File: src/dst_pkg.sv
`timescale 1ns / 1ps

package dst_pkg;

    // Table geometry.
    localparam int SLOT_COUNT = 64;
    localparam int WORD_W     = 64;
    localparam int KEY_WORDS  = 4;
    localparam int KEY_W      = WORD_W * KEY_WORDS;
    localparam int SLOT_OUT_W = 6;
    localparam int COUNT_W    = 7;
    localparam int STATUS_W   = 3;

    typedef logic [KEY_W-1:0]   t_key;
    typedef logic [COUNT_W-1:0] t_count;

    // Operation carried by an input item.
    typedef enum logic {
        FUNC_CLAIM   = 1'b0,
        FUNC_RELEASE = 1'b1
    } t_func;

    // Result status codes.
    typedef enum logic [STATUS_W-1:0] {
        STAT_CLAIMED   = 3'd0,
        STAT_DUPLICATE = 3'd1,
        STAT_FULL      = 3'd2,
        STAT_RELEASED  = 3'd3,
        STAT_MISS      = 3'd4
    } t_status;

    typedef enum logic {
        ST_IDLE,
        ST_RESOLVE
    } t_state;

    // Priority flags rippled from the low end of the row to the high end.
    typedef struct packed {
        logic hit_seen;
        logic free_seen;
    } t_chain;

    // Update broadcast to every cell; only the selected cell acts on it.
    typedef struct packed {
        logic claim;
        logic release_key;
    } t_cell_cmd;

    // Which role a cell holds in the current search.
    typedef struct packed {
        logic first_hit;
        logic first_free;
    } t_cell_pick;

endpackage

File: src/dst_cell.sv
`timescale 1ns / 1ps

module dst_cell
    import dst_pkg::*;
(
    input  logic       i_clk,
    input  logic       i_rst_n,
    input  logic       i_load,
    input  t_key       i_key,
    input  t_key       i_wkey,
    input  t_cell_cmd  i_cmd,
    input  t_chain     i_chain,
    output t_chain     o_chain,
    output t_cell_pick o_pick
);

    logic r_valid;
    logic n_valid;
    logic r_hit;
    t_key r_key;

    // The compare result is captured when the item is taken in.
    always_ff @(posedge i_clk) begin
        if (!i_rst_n) begin
            r_hit <= 1'b0;
        end else if (i_load) begin
            r_hit <= r_valid && (r_key == i_key);
        end
    end

    always_comb begin
        o_pick.first_hit  = r_hit && !i_chain.hit_seen;
        o_pick.first_free = !r_valid && !i_chain.free_seen;
        o_chain.hit_seen  = i_chain.hit_seen || r_hit;
        o_chain.free_seen = i_chain.free_seen || !r_valid;
    end

    always_comb begin
        n_valid = r_valid;
        if (i_cmd.claim && o_pick.first_free) begin
            n_valid = 1'b1;
        end else if (i_cmd.release_key && o_pick.first_hit) begin
            n_valid = 1'b0;
        end
    end

    always_ff @(posedge i_clk) begin
        if (!i_rst_n) begin
            r_valid <= 1'b0;
        end else begin
            r_valid <= n_valid;
        end
    end

    always_ff @(posedge i_clk) begin
        if (i_cmd.claim && o_pick.first_free) begin
            r_key <= i_wkey;
        end
    end

endmodule

File: config.mk
export PLATFORM = sky130hd
export DESIGN_NAME = dst_cell
export DESIGN_NICKNAME = d
export VERILOG_FILES = /design/src/dst_pkg.sv /design/src/dst_cell.sv
export SDC_FILE = /design/constraint.sdc
export NUM_CORES = 1
export LEC_CHECK = 0
export ABC_AREA = 1
export ABC_CLOCK_PERIOD_IN_PS = 9480
export CELL_PAD_IN_SITES_DETAIL_PLACEMENT = 1
export CELL_PAD_IN_SITES_GLOBAL_PLACEMENT = 1
export CORE_AREA = 4 4 198 200
export CTS_CLUSTER_SIZE = 25
export DETAILED_ROUTE_END_ITERATION = 10
export DIE_AREA = 0 0 202 204
export DONT_BUFFER_PORTS = 1
export PLACE_DENSITY_LB_ADDON = 0.1
export SLEW_MARGIN = 25
export SYNTH_ARGS = -nofsm -noshare
export SYNTH_HDL_FRONTEND = slang
export SYNTH_SLANG_ARGS = --single-unit
File: constraint.sdc
create_clock -name i_clk -period 9.48 [get_ports i_clk]
set_input_delay 0.474 -clock i_clk [delete_from_list [all_inputs] [get_ports i_clk]]
set_output_delay 0.474 -clock i_clk [all_outputs]
set_load 0.02 [all_outputs]
==> impl_metrics.env <==
export IMPL_status="completed"
export IMPL_core_rowCount=71
export IMPL_synth_area_leaders="edfxtp_1, nand2_1, inv_1"
export IMPL_ant_nets=0
export IMPL_p_per_area_nw_per_um2=164.5
export IMPL_post_cts_buffers=0
export IMPL_hp_start="i_rst_n"
export IMPL_first_pass_iters=5
export IMPL_fin_cells=2191
export IMPL_criticalPathCategory="reg -> reg"
export IMPL_synthCells=1363
export IMPL_area_growth_pct=33.99
export IMPL_preCtsSetupSlack_ns=6.536
export IMPL_drive_gt1_share_pct=3.220
export IMPL_timing_rr_end="r_key[37]"
export IMPL_layout_nets=2172
export IMPL_cts_tree="yes"
export IMPL_min_period_ns=2.845
export IMPL_via_per_inst=4.380
export IMPL_slowest_stage="buf_12"
export IMPL_crit_chain="nor2_1 > nand2_1 > inv_8 > buf_12"
export IMPL_start_util_pct=32.91
export IMPL_cts_hold_buf=256
export IMPL_slew_headroom_pct=41.89
export IMPL_worst_setup_path_start_kind="register"
export IMPL_maxCapViolCount=0
export IMPL_worstPathRequired_ns=9.67
export IMPL_cts_resized=0
export IMPL_dp_cells=1875
export IMPL_avgSynthCellArea_um2=9.031
export IMPL_drt_iter0_drc=360
export IMPL_coreArea_um2=37400
export IMPL_endpoint="r_key[37]"
export IMPL_routabilityCongestion=0.8085
export IMPL_cts_made_buffers=31
export IMPL_clkTransAtPathRegs_ns=0.06
export IMPL_peakVddDrop_mv=0.1417
export IMPL_antenna_found_initial=5
export IMPL_die_w_um=202
export IMPL_cts_sinks=258
export IMPL_crit_fanout=150
export IMPL_final_cell_area_um2=16490
export IMPL_holdPathStages=2
export IMPL_fillers=4316
export IMPL_total_power_mw=2.713
export IMPL_hp_class="in -> reg"
export IMPL_clock_skew_ns=0.01138
export IMPL_dp_hpwl_mm=31.63
export IMPL_rr_startpoint="r_valid"
export IMPL_grt_pass1_wl_mm=59.60
export IMPL_final_setup_tns_ns=0
export IMPL_die_area_um2=41210
export IMPL_via_count=9597
export IMPL_final_util_pct=44.10
export IMPL_p_leak_nw=7.254
export IMPL_cts_max_path_buffers=3
export IMPL_yosysSeqAreaShare_pct=62.78
export IMPL_die_h_um=204
export IMPL_io_pins=523
export IMPL_tightest_slew_ns=0.8717
export IMPL_max_freq_mhz=351.5
export IMPL_slew_violations=0
export IMPL_wire_per_inst_um=18.46
export IMPL_rsz0062_at_grt="no"
export IMPL_yosys_area_top_type="edfxtp_1"
export IMPL_ys_types=18
export IMPL_cp_arrival_ns=3.04
export IMPL_synth_top_area_share_pct=62.45
export IMPL_critPathCaptureType="register"
export IMPL_fin_crit_sh_pct=30.01
export IMPL_r2r_slack_ns=6.63
export IMPL_grt_start_max_net_pins=151
export IMPL_max_stage_delay_ns=0.64
export IMPL_startpoint="r_valid"
export IMPL_drt_wl_total_mm=40.45
export IMPL_setup_slack_ns=6.635
export IMPL_drc_errors=0
export IMPL_io_buffers=0
export IMPL_placed_area_um2=12980
export IMPL_synth_area_um2=12310
export IMPL_syn_nets=1882
export IMPL_track_usage_pct=18.91
export IMPL_gr_total_overflow=0
export IMPL_synth_seq_cells=258
export IMPL_hold_violations=0
export IMPL_clk_root_buffer_cell="clkbuf_16"
export IMPL_h_tree_depth=1
export IMPL_setup_viol=0
export IMPL_yosys_warnings=0
export IMPL_reg2reg_depth=4
export IMPL_grt_pass1_vias=10540
export IMPL_fin_hold_ws_ns=0.05667
export IMPL_clk_latency_ns=0.57
cell usage after synthesis:
library cell,instances
dfxtp_1,2
a21oi_2,1
nand2_1,409
nand3_1,10
o21ai_1,11
o22ai_1,3
nand3b_1,2
xor2_1,30
nor3_1,4
o21ai_0,47
or2_2,12
o2111ai_1,1
xnor2_1,23
a21oi_1,1
nand4_1,9
edfxtp_1,256
inv_1,277
nor2_1,265
worst max-delay path, delay by kind of cell (launching register included):
kind / cells / cell delay [ns]
and+or+nand+nor: 2 / 0.62
DFF: 1 / 0.34
buffers and inverters: 2 / 1.18
state kept, by name, indices dropped and copies added (netlist names):
register,count
r_valid,1
r_hit,1
r_key,256
where the power goes:
part | internal, mW | leakage, nW | switching, mW | total, mW
registers | 1.32 | 2.40 | 0.0209 | 1.34
clock network | 0.658 | 0.460 | 0.467 | 1.12
logic | 0.128 | 4.39 | 0.122 | 0.250
total | 2.10 | 7.25 | 0.610 | 2.71
layout by cell type, fill, tap and decap left out, types with 2 or more instances in the layout:
master	synthesis	final
clkbuf_16	0	31
nand3b_1	2	2
dlygate4sd3_1	0	256
nor3_1	4	4
xnor2_1	23	23
nand3_1	10	10
o22ai_1	3	3
clkbuf_1	0	13
diode_2	0	3
clkinv_1	0	5
nand4_1	9	9
xor2_1	30	30
o21ai_1	11	11
o21ai_0	47	47
clkbuf_8	0	4
dfxtp_1	2	2
nor2_1	265	265
clkinv_2	0	2
edfxtp_1	256	256
inv_1	277	276
nand2_1	409	409
or2_2	12	12
cell type report:
type / count / area, um2 / area share, %
Antenna cell: 3 / 7.507 / 0.04552
Clock buffer: 48 / 879.6 / 5.333
Clock inverter: 9 / 67.56 / 0.4096
Inverter: 277 / 1047 / 6.350
Multi-Input combinational cell: 828 / 3542 / 21.48
Sequential cell: 258 / 7727 / 46.85
Tap cell: 511 / 639.4 / 3.877
Timing Repair Buffer: 257 / 2582 / 15.66
metal layers:
layer / global-route usage (%) / up-vias / share of wire [%] / wire length [um]
li1: - / 4790 / - / -
met1: 19.51 / 4407 / 35 / 14290
met2: 34.79 / 321 / 51 / 20700
met3: 7.775 / 75 / 9.7 / 3934
met4: 6.226 / 4 / 3.7 / 1501
met5: 0 / - / 0.064 / 26
how the worst min path moves through the flow:
| stage | to | slack (ns) |
|---|---|---|
| 2_1_floorplan | r_valid | 0.46 |
| 3_3_place_gp | r_valid | 0.48 |
| 3_5_place_dp | r_valid | 0.51 |
| 4_1_cts | r_hit | 0.03 |
| 5_1_grt | r_hit | 0.04 |
| 6_report | r_hit | 0.06 |
cell families after synthesis:
logic type | Yosys count | share of synthesized area, %
flip-flops | 258 | 62.78
AND/OR/NAND/NOR | 711 | 22.31
AO/OA/AOI/OAI | 64 | 2.694
XOR/XNOR | 53 | 3.771
buffers and inverters | 277 | 8.447
No activity file was read; power rests on OpenSTA's default activity.
